## config.mk

```make
export PLATFORM = sky130hd
export DESIGN_NAME = k_stacks_shared_buffer
export DESIGN_NICKNAME = d
export VERILOG_FILES = /design/src/rtl/k_stk_pkg.sv /design/src/rtl/k_stacks_shared_buffer.sv /design/src/rtl/k_stk_ram.sv
export SDC_FILE = /design/constraint.sdc
export NUM_CORES = 1
export LEC_CHECK = 0
export BUFFER_PORTS_ARGS = -buffer_cell sky130_fd_sc_hd__buf_4
export CAP_MARGIN = 5
export CORE_MARGIN = 4
export CORE_UTILIZATION = 60
export DETAILED_ROUTE_END_ITERATION = 8
export MAX_ROUTING_LAYER = met4
export PLACE_DENSITY = 0.87
export SLEW_MARGIN = 20
export SYNTH_ARGS = -nofsm -noshare
export SYNTH_HDL_FRONTEND = slang
export SYNTH_SLANG_ARGS = --single-unit
```

## constraint.sdc

```tcl
create_clock -name i_clk -period 8.6 [get_ports i_clk]
set_clock_uncertainty 0.15 [all_clocks]
set_input_delay 0.43 -clock i_clk [delete_from_list [all_inputs] [get_ports i_clk]]
set_output_delay 0.43 -clock i_clk [all_outputs]
set_load 0.005 [all_outputs]
```

## src/rtl/k_stk_pkg.sv

```systemverilog
`timescale 1ns / 1ps
// ----------------------------------------------------------------------------
// k_stk_pkg
// Shared constants for the shared-buffer stack block: field widths,
// operation and status codes, parameter defaults.
// ----------------------------------------------------------------------------
package k_stk_pkg;

    // payload field widths
    localparam int OP_W     = 2;
    localparam int ID_W     = 2;
    localparam int VAL_W    = 32;
    localparam int STATUS_W = 2;

    // parameter defaults
    localparam int DEPTH_DEF      = 16;
    localparam int STACKS_DEF     = 4;
    localparam int DATA_WIDTH_DEF = 32;

    // operation codes
    localparam logic [OP_W-1:0] OP_PUSH = 2'd0;
    localparam logic [OP_W-1:0] OP_POP  = 2'd1;
    localparam logic [OP_W-1:0] OP_PEEK = 2'd2;

    // status codes
    localparam logic [STATUS_W-1:0] ST_OK        = 2'd0;
    localparam logic [STATUS_W-1:0] ST_OVERFLOW  = 2'd1;
    localparam logic [STATUS_W-1:0] ST_UNDERFLOW = 2'd2;

endpackage

```

## src/rtl/k_stacks_shared_buffer.sv

```systemverilog
`timescale 1ns / 1ps
// ----------------------------------------------------------------------------
// k_stacks_shared_buffer
// Several stacks sharing one element store, with a linked free list.
// ----------------------------------------------------------------------------
// Each input transaction is a push, pop or peek on one stack; each gives
// exactly one result transaction (status and data). At accept the block
// issues the synchronous reads of the element RAM and the link RAM; the
// execute step then uses the read data, writes the RAMs back and loads the
// result register. Because of the read-then-write on the link RAM, the block
// takes no new transaction before the last one has executed; execute waits
// while a finished result is not taken. Link entries never written count as
// links to the next slot through a frontier mark (the count of slots ever
// handed out), so there is no clearing pass after reset.
// Element entries are undefined until pushed and can never be popped before.
// ----------------------------------------------------------------------------
module k_stacks_shared_buffer
    import k_stk_pkg::*;
#(
    parameter int DEPTH      = DEPTH_DEF,
    parameter int STACKS     = STACKS_DEF,
    parameter int DATA_WIDTH = DATA_WIDTH_DEF
) (
    input  logic                i_clk,
    input  logic                i_rst_n,
    // request channel
    input  logic                i_valid,
    output logic                o_ready,
    input  logic [OP_W-1:0]     i_operation,
    input  logic [ID_W-1:0]     i_stack_id,
    input  logic [VAL_W-1:0]    i_value,
    // result channel
    output logic                o_valid,
    input  logic                i_ready,
    output logic [STATUS_W-1:0] o_status,
    output logic [VAL_W-1:0]    o_data
);

    localparam int AW     = $clog2(DEPTH);
    localparam int PTR_W  = AW + 1;                      // slot index or none
    localparam int TIDX_W = (STACKS > 1) ? $clog2(STACKS) : 1;
    localparam logic [PTR_W-1:0] PTR_NONE  = '1;
    localparam logic [PTR_W-1:0] PTR_DEPTH = PTR_W'(DEPTH);

    // control and state
    logic                  r_busy;
    logic [PTR_W-1:0]      r_free_head, n_free_head;
    logic [PTR_W-1:0]      r_frontier,  n_frontier;
    logic [PTR_W-1:0]      r_stack_top [STACKS];

    // captured transaction
    logic [OP_W-1:0]       r_op;
    logic [ID_W-1:0]       r_sid;
    logic                  r_sid_ok;
    logic [VAL_W-1:0]      r_value;
    logic [PTR_W-1:0]      r_top;

    // result register
    logic                  r_out_valid;
    logic [STATUS_W-1:0]   r_status, n_status;
    logic [VAL_W-1:0]      r_data,   n_data;

    // handshakes
    logic                  w_in_fire;
    logic                  w_exec;

    // accept-side lookups
    logic                  w_in_sid_ok;
    logic [TIDX_W-1:0]     w_in_tidx;
    logic [PTR_W-1:0]      w_in_top;
    logic [AW-1:0]         w_link_raddr;

    // execute-side writes
    logic                  w_top_we;
    logic [PTR_W-1:0]      w_top_wdata;
    logic                  w_link_we;
    logic [AW-1:0]         w_link_waddr;
    logic [PTR_W-1:0]      w_link_wdata;
    logic                  w_elem_we;

    // ram read data
    logic [PTR_W-1:0]      w_link_rdata;
    logic [DATA_WIDTH-1:0] w_elem_rdata;

    assign o_ready   = !r_busy;
    assign w_in_fire = i_valid && o_ready;
    // result register is free or being emptied this cycle
    assign w_exec    = r_busy && (!r_out_valid || i_ready);

    // stack top lookup at accept; an id beyond the stack count acts empty and overflows on push
    assign w_in_sid_ok = int'(i_stack_id) < STACKS;
    assign w_in_tidx   = TIDX_W'(i_stack_id);
    assign w_in_top    = w_in_sid_ok ? r_stack_top[w_in_tidx] : PTR_NONE;

    // push reads the link of the free head, pop reads the link of the top
    assign w_link_raddr = (i_operation == OP_PUSH) ? r_free_head[AW-1:0]
                                                   : w_in_top[AW-1:0];

    k_stk_ram #(
        .WIDTH (DATA_WIDTH),
        .DEPTH (DEPTH)
    ) u_elem_ram (
        .i_clk   (i_clk),
        .i_we    (w_elem_we),
        .i_waddr (r_free_head[AW-1:0]),
        .i_wdata (DATA_WIDTH'(r_value)),
        .i_re    (w_in_fire),
        .i_raddr (w_in_top[AW-1:0]),
        .o_rdata (w_elem_rdata)
    );

    k_stk_ram #(
        .WIDTH (PTR_W),
        .DEPTH (DEPTH)
    ) u_link_ram (
        .i_clk   (i_clk),
        .i_we    (w_link_we),
        .i_waddr (w_link_waddr),
        .i_wdata (w_link_wdata),
        .i_re    (w_in_fire),
        .i_raddr (w_link_raddr),
        .o_rdata (w_link_rdata)
    );

    // execute: status, data and all state updates of one transaction
    always_comb begin
        n_status     = ST_OK;
        n_data       = '0;
        n_free_head  = r_free_head;
        n_frontier   = r_frontier;
        w_top_we     = 1'b0;
        w_top_wdata  = r_free_head;
        w_link_we    = 1'b0;
        w_link_waddr = r_free_head[AW-1:0];
        w_link_wdata = r_top;
        w_elem_we    = 1'b0;
        case (r_op) inside
            OP_PUSH: begin
                if (!r_sid_ok || r_free_head >= PTR_DEPTH) begin
                    n_status = ST_OVERFLOW;
                end else begin
                    // new slot links to the old top and becomes the top
                    w_elem_we   = w_exec;
                    w_link_we   = w_exec;
                    w_top_we    = w_exec;
                    if (r_free_head >= r_frontier) begin
                        // slot from the never-used region: its link is the next slot
                        n_free_head = r_free_head + PTR_W'(1);
                        n_frontier  = r_free_head + PTR_W'(1);
                    end else begin
                        n_free_head = w_link_rdata;
                    end
                end
            end
            OP_POP, OP_PEEK: begin
                if (r_top >= PTR_DEPTH) begin
                    n_status = ST_UNDERFLOW;
                end else begin
                    n_data = VAL_W'(w_elem_rdata);
                    if (r_op == OP_POP) begin
                        // top slot goes back to the head of the free list
                        w_top_we     = w_exec;
                        w_top_wdata  = w_link_rdata;
                        w_link_we    = w_exec;
                        w_link_waddr = r_top[AW-1:0];
                        w_link_wdata = r_free_head;
                        n_free_head  = r_top;
                    end
                end
            end
            default: begin
                n_status = ST_OK;
            end
        endcase
    end

    // control state
    always_ff @(posedge i_clk) begin
        if (!i_rst_n) begin
            r_busy      <= 1'b0;
            r_out_valid <= 1'b0;
            r_free_head <= '0;
            r_frontier  <= '0;
            for (int i = 0; i < STACKS; i++) begin
                r_stack_top[i] <= PTR_NONE;
            end
        end else begin
            if (w_in_fire) begin
                r_busy <= 1'b1;
            end else if (w_exec) begin
                r_busy <= 1'b0;
            end

            if (w_exec) begin
                r_out_valid <= 1'b1;
                r_free_head <= n_free_head;
                r_frontier  <= n_frontier;
                if (w_top_we) begin
                    r_stack_top[TIDX_W'(r_sid)] <= w_top_wdata;
                end
            end else if (i_ready) begin
                r_out_valid <= 1'b0;
            end
        end
    end

    // payload registers
    always_ff @(posedge i_clk) begin
        if (w_in_fire) begin
            r_op     <= i_operation;
            r_sid    <= i_stack_id;
            r_sid_ok <= w_in_sid_ok;
            r_value  <= i_value;
            r_top    <= w_in_top;
        end
        if (w_exec) begin
            r_status <= n_status;
            r_data   <= n_data;
        end
    end

    assign o_valid  = r_out_valid;
    assign o_status = r_status;
    assign o_data   = r_data;

endmodule

```

## src/rtl/k_stk_ram.sv

```systemverilog
`timescale 1ns / 1ps
// ----------------------------------------------------------------------------
// k_stk_ram
// Generic single-write, single-read RAM with registered read data.
// ----------------------------------------------------------------------------
module k_stk_ram #(
    parameter int WIDTH = 32,
    parameter int DEPTH = 16
) (
    input  logic                     i_clk,
    input  logic                     i_we,
    input  logic [$clog2(DEPTH)-1:0] i_waddr,
    input  logic [WIDTH-1:0]         i_wdata,
    input  logic                     i_re,
    input  logic [$clog2(DEPTH)-1:0] i_raddr,
    output logic [WIDTH-1:0]         o_rdata
);

    logic [WIDTH-1:0] r_mem [DEPTH];
    logic [WIDTH-1:0] r_rdata;

    always_ff @(posedge i_clk) begin
        if (i_we) begin
            r_mem[i_waddr] <= i_wdata;
        end
        if (i_re) begin
            r_rdata <= r_mem[i_raddr];
        end
    end

    assign o_rdata = r_rdata;

endmodule

```

==> flow_summary.json, run 1 <==
{
  "cts_root_buf": "clkbuf_16",
  "netlist_area_sq_mm": 0.0281,
  "powerDensity_mw_per_mm2": 227,
  "die_area_sq_mm": 0.0503,
  "ys_ff_latch": 736,
  "syn_to_final_growth_pct": 14.2,
  "vias_per_cell": 6.91,
  "r2r-start": "r_op[0]",
  "setup_viol": 0,
  "status": "finished, final reports clean",
  "syn_area_per_cell_sq_um": 20.3,
  "ios": 76,
  "post_cts_buffers": 0,
  "slowest_delay_ps": 940,
  "grt_overflow": 0,
  "die-height_microns": 224,
  "synthAdderAreaFrac_pct": 0.490,
  "syn_inst": 1383,
  "max_slew_margin_pct": 28.3,
  "initial_core_util_pct": 60.5,
  "path_cells": "inv_1 -> ha_1 -> nor2b_2 -> buf_4 -> and3b_1 -> a21o_1 -> nand2_1 -> nor3b_1 -> nand2b_1",
  "worst_slew_pin_slew_ps": 1070,
  "fillers": 2617,
  "yosysTopAreaCell": "edfxtp_1",
  "final_cell_mix": "edfxtp_1, mux4_2, buf_4",
  "r2r_slack_ps": 4350,
  "grt_max_degree": 132,
  "startpoint_type": "flop",
  "numCtsBuffers": 70,
  "grt_pass1_vias": 15278,
  "synth-xor-area-share_pct": 0.0936,
  "cp.arrival_ps": 4390,
  "p_leak_nw": 10.7,
  "htree_levels": 3,
  "dr.first_iter.drc_count": 2538,
  "reg2reg_depth": 9,
  "wire_per_inst_microns": 31.8,
  "grt_util_all_layers_pct": 28.6,
  "holdPathEnd": "r_busy",
  "rsz0062_at_grt": "false",
  "critPathKind": "reg2reg",
  "yosys.area_share.simple_pct": 4.09,
  "ys_seq_area_share_pct": 78.3,
  "synth_top_area_share_pct": 77.4,
  "finish.instance_area_sq_mm": 0.0321,
  "synth_compound_area_share_pct": 4.35,
  "insertion_delay_ps": 620,
  "synth_mux_area_share_pct": 11.3,
  "post-route-period-util_pct": 49.4,
  "synth_warnings": 0,
  "drt_pass1_iterations": 6,
  "slew_viol_final": 0,
  "placedInstanceArea_sq_mm": 0.0294,
  "crit_family": "simple AND/OR/NAND/NOR gates",
  "power_mw": 7.30,
  "cap_viol_max_count": 0,
  "clockBufferDepth": 3,
  "dp_cells": 2020,
  "rows": 79,
  "worstReg2RegEnd": "r_stack_top[2][3]",
  "hold_path.class": "in2reg",
  "cts_tree": "yes",
  "final_cells": 2183,
  "drc_errors": 0,
  "clkTransAtPathRegs_ps": 60,
  "io_buffers": 75,
  "synth_top_family_by_area": "multiplexers",
  "syn-num-nets": 1434,
  "drt_wl_total_mm": 69.3,
  "setup_tns_ps": 0,
  "antenna_found_initial": 0,
  "ant_nets": 0,
  "synthDistinctLibCells": 44,
  "grt_pass1_wl_mm": 102,
  "hold_depth": 3,
  "dpl.hpwl_mm": 32.4,
  "ctsResizeCount": 0,
  "die_w_microns": 224,
  "cp_slowest_cell": "and3b_1",
  "critPathRequiredTime_ps": 8740,
  "drive_gt1_share_pct": 23.7,
  "coreArea_sq_mm": 0.0465,
  "yosys-top-cells-area": "edfxtp_1, mux4_2, nand2_1",
  "finalCriticalPeriod_ps": 4250,
  "final_nets": 1574,
  "via_count": 15076,
  "end_kind": "flop",
  "layout_commonest_cell": "edfxtp_1",
  "hold_viol_final": 0,
  "gp_congestion": 0.873,
  "fin_util_pct": 69.1,
  "diodes": 0,
  "clock-sinks": 736,
  "crit_path_max_fanout": 34,
  "min_from": "i_valid",
  "crit_buf_inv": 2,
  "irDropWorstVdd_mv": 0.160,
  "max_clock_freq_ghz": 0.235
}
through the flow:
step                setup WS, ps  hold slack [ps]
global placement            4680              355
finish                      4350             14.0
CTS                         4440             2.32
floorplan                   4050              330
global route                4060             28.6
detailed placement          4530              354
worst register-to-register path, stage by stage (launching register included):
cell and delay, ps:
edfxtp_1 350, inv_1 50, ha_1 280, nor2b_2 130
buf_4 470, and3b_1 950, a21o_1 400, nand2_1 150
nor3b_1 670, nand2b_1 330
synth_stat cells (all sizes together):
library cell	instances
a21oi	35
a311oi	5
xnor2	2
nand2b	6
a32oi	6
a31o	1
o21ai	12
edfxtp	724
and3	32
o211ai	1
and3b	1
nor2b	10
a21o	11
nand4	1
a21boi	1
buf	26
or2	1
ha	11
o31ai	1
mux2	4
nand3	3
nor2	37
clkbuf	48
inv	12
mux2i	12
dfxtp	12
o21a	1
a32o	10
nor3	11
xor2	1
a31oi	4
nor3b	5
a22o	32
nand3b	1
a211o	38
nor4	1
and2	37
nand2	89
mux4	133
o22ai	5
power by group:
| part | total [mW] | switching [mW] | internal [mW] |
|---|---|---|---|
| registers | 4.05 | 0.0561 | 3.99 |
| clock network | 3.01 | 1.33 | 1.68 |
| logic | 0.232 | 0.133 | 0.0994 |
cell families after synthesis:
| kind of cell | count (synthesis) |
|---|---|
| and+or+nand+nor | 235 |
| xor gates and xnor gates | 3 |
| muxes | 149 |
| buffers and inverters | 86 |
| AOI/OAI and AO/OA | 163 |
| DFF | 736 |
| adders and majority gates | 11 |
worst max path at each step:
stage,startpoint,endpoint,slack (ps),cells past startpoint
global placement,i_stack_id[0],u_elem_ram.o_rdata[1],4680,6
finish,r_op[0],r_stack_top[2][3],4350,9
floorplan,r_free_head[1],u_elem_ram.r_mem[15][0],4050,3
global route,r_op[0],r_stack_top[2][2],4060,9
detailed placement,r_op[0],r_stack_top[1][3],4530,9
CTS,r_op[0],r_stack_top[2][1],4440,9
registers in the layout, indices dropped and copies added, names as in the netlist, 2 cells and up:
signal / cells
o_data: 32
o_status: 2
r_free_head: 5
r_frontier: 5
r_op: 2
r_sid: 2
r_stack_top: 20
r_top: 5
r_value: 32
u_elem_ram.o_rdata: 32
u_elem_ram.r_mem: 512
u_link_ram.o_rdata: 5
u_link_ram.r_mem: 80
layer usage:
| metal | vias up | wire length (microns) | share of wire (%) | global-route usage [%] |
|---|---|---|---|---|
| li1 | 5925 | - | - | - |
| met1 | 7604 | 23800 | 34 | 38.2 |
| met2 | 1319 | 34800 | 50 | 45.3 |
| met3 | 228 | 7440 | 11 | 4.20 |
| met4 | 0 | 3230 | 4.7 | 12.0 |
| met5 | - | 0 | 0 | - |
area by class of cell:
cell class / count / area, sq um / share of cell area, %
Clock buffer: 87 / 1840 / 5.73
Clock inverter: 38 / 379 / 1.18
Inverter: 12 / 45.0 / 0.140
Multi-Input combinational cell: 561 / 5870 / 18.3
Sequential cell: 736 / 22000 / 68.5
Tap cell: 607 / 759 / 2.37
Timing Repair Buffer: 142 / 1210 / 3.77
repair_timing:
action / in CTS / in global routing
endpoints found under the hold margin: 36 / 0
hold buffers: 36 / 0
endpoints found under the setup margin: 0 / 0
No activity file was read; power rests on OpenSTA's default activity.
==> run 2: changes to the inputs <==
- clock period: 8.6 -> 4 ns (I/O delays scaled with it)
==> flow_summary.json, run 2 (synthesis gave the netlist of run 1 again) <==
{
  "clkTransAtPathRegs_ps": 70,
  "startpoint_type": "flop",
  "cts_tree": "yes",
  "setup_tns_ps": 0,
  "cp_slowest_cell": "nor3b_1",
  "finalCriticalPeriod_ps": 3260,
  "hold_viol_final": 0,
  "regMostFlops": "u_elem_ram.r_mem",
  "io_buffers": 75,
  "met3_usage_pct": 5.36,
  "insertion_delay_ps": 600,
  "cts_root_buf": "clkbuf_16",
  "worst_slew_pin_slew_ps": 896,
  "place_ws_ps": 857,
  "critPathRequiredTime_ps": 4120,
  "critPathKind": "reg2reg",
  "slew_viol_final": 0,
  "largest_reg_flops": 512,
  "antenna_found_initial": 1,
  "htree_levels": 3,
  "end_kind": "flop",
  "gr-usage-met1_pct": 36.2,
  "grt_pass1_vias": 15581,
  "grt_pass1_wl_mm": 103,
  "grt_overflow": 0,
  "powerDensity_mw_per_mm2": 492,
  "wire_per_inst_microns": 31.4,
  "final_cell_mix": "edfxtp_1, mux4_2, buf_4",
  "cp.arrival_ps": 3380,
  "dr.first_iter.drc_count": 2344,
  "vias_per_cell": 6.87,
  "rows": 79,
  "slowest_delay_ps": 540,
  "status": "finished, final reports clean",
  "setup_viol": 0,
  "final_nets": 1593,
  "drc_errors": 0,
  "clockBufferDepth": 3,
  "drive_gt1_share_pct": 24.0,
  "grtUsageMet2_pct": 48.2,
  "dp_cells": 2035,
  "drt_pass1_iterations": 5,
  "clock-sinks": 736,
  "hold_path.class": "in2reg",
  "max_clock_freq_ghz": 0.307,
  "timing.final.ws_setup_ps": 738,
  "max_slew_margin_pct": 40.2,
  "coreArea_sq_mm": 0.0465,
  "drt_wl_total_mm": 69.3,
  "crit_path_max_fanout": 12,
  "final_cells": 2206,
  "die-height_microns": 224,
  "dpl.hpwl_mm": 33.2,
  "ant_nets": 0,
  "syn_to_final_growth_pct": 15.1,
  "initial_core_util_pct": 60.5,
  "top_usage_layer": "met2",
  "r2r_slack_ps": 740,
  "top_regs": "u_elem_ram.r_mem x512, u_link_ram.r_mem x80",
  "die_w_microns": 224,
  "gp_congestion": 0.798,
  "irDropWorstVdd_mv": 0.546,
  "grt_max_degree": 71,
  "layout_commonest_cell": "edfxtp_1",
  "numCtsBuffers": 72,
  "p_leak_nw": 10.8,
  "post_cts_buffers": 0,
  "fillers": 2607,
  "ios": 76,
  "ctsResizeCount": 0,
  "crit_family": "simple AND/OR/NAND/NOR gates",
  "die_area_sq_mm": 0.0503,
  "crit_buf_inv": 3,
  "post-route-period-util_pct": 81.6,
  "grt_util_all_layers_pct": 29.1,
  "path_cells": "inv_1 -> ha_1 -> buf_4 -> nand2b_1 -> nor3_1 -> buf_4 -> a21o_1 -> nand2_1 -> nor3b_1 -> nand2b_1",
  "via_count": 15145,
  "fin_util_pct": 69.6,
  "cap_viol_max_count": 0,
  "rsz0062_at_grt": "false"
}
-- run 2: changes by cell type in the layout (fill, tap and decap cells not counted), sizes merged, moves of 2 or more --
cell	change
buf	+13
clkbuf	+3
clkinv	+2
dlygate4sd3	+4
inv	-2
-- run 2: final timing paths --
check | startpoint | end | depth (start not counted)
min reg2reg | u_elem_ram.o_rdata[0] | o_data[0] | 1
max | r_op[0] | r_stack_top[1][1] | 10
max reg2reg | r_op[0] | r_stack_top[1][1] | 10
min | i_value[20] | r_value[20] | 2
-- run 2: report_power, final --
group / internal [mW] / switching, mW / total (mW)
clock network: 3.83 / 2.86 / 6.69
registers: 8.58 / 0.125 / 8.71
logic: 0.220 / 0.287 / 0.507
total: 12.6 / 3.27 / 15.9
-- run 2: repair_timing --
action | CTS | global route
hold buffers | 40 | 0
endpoints found under the hold margin | 57 | 0
endpoints found under the setup margin | 0 | 0
-- run 2: routing by layer --
layer	up-vias	part of all wire [%]
met5	-	0
met2	1230	52
met1	7701	33
li1	5969	-
met3	245	10
met4	0	4.6
-- run 2: through the flow --
stage	hold WS, ps	cell area [sq um]	power, mW
4_1_cts	124	32300	15.9
3_5_place_dp	229	29600	9.32
2_1_floorplan	149	28100	9.09
5_1_grt	146	32300	16.4
3_3_place_gp	228	29600	9.29
6_report	152	32300	15.9
-- run 2: cell type report --
class,count,area [sq um],area share (%)
well taps,607,759,2.35
diodes,1,2.50,0.00774
clock buffers,90,1930,5.98
repair buffers,159,1360,4.19
inverters,12,45.0,0.139
clock inverters,40,369,1.14
multi-input cells,561,5890,18.2
flip-flops and latches,736,22000,68.0
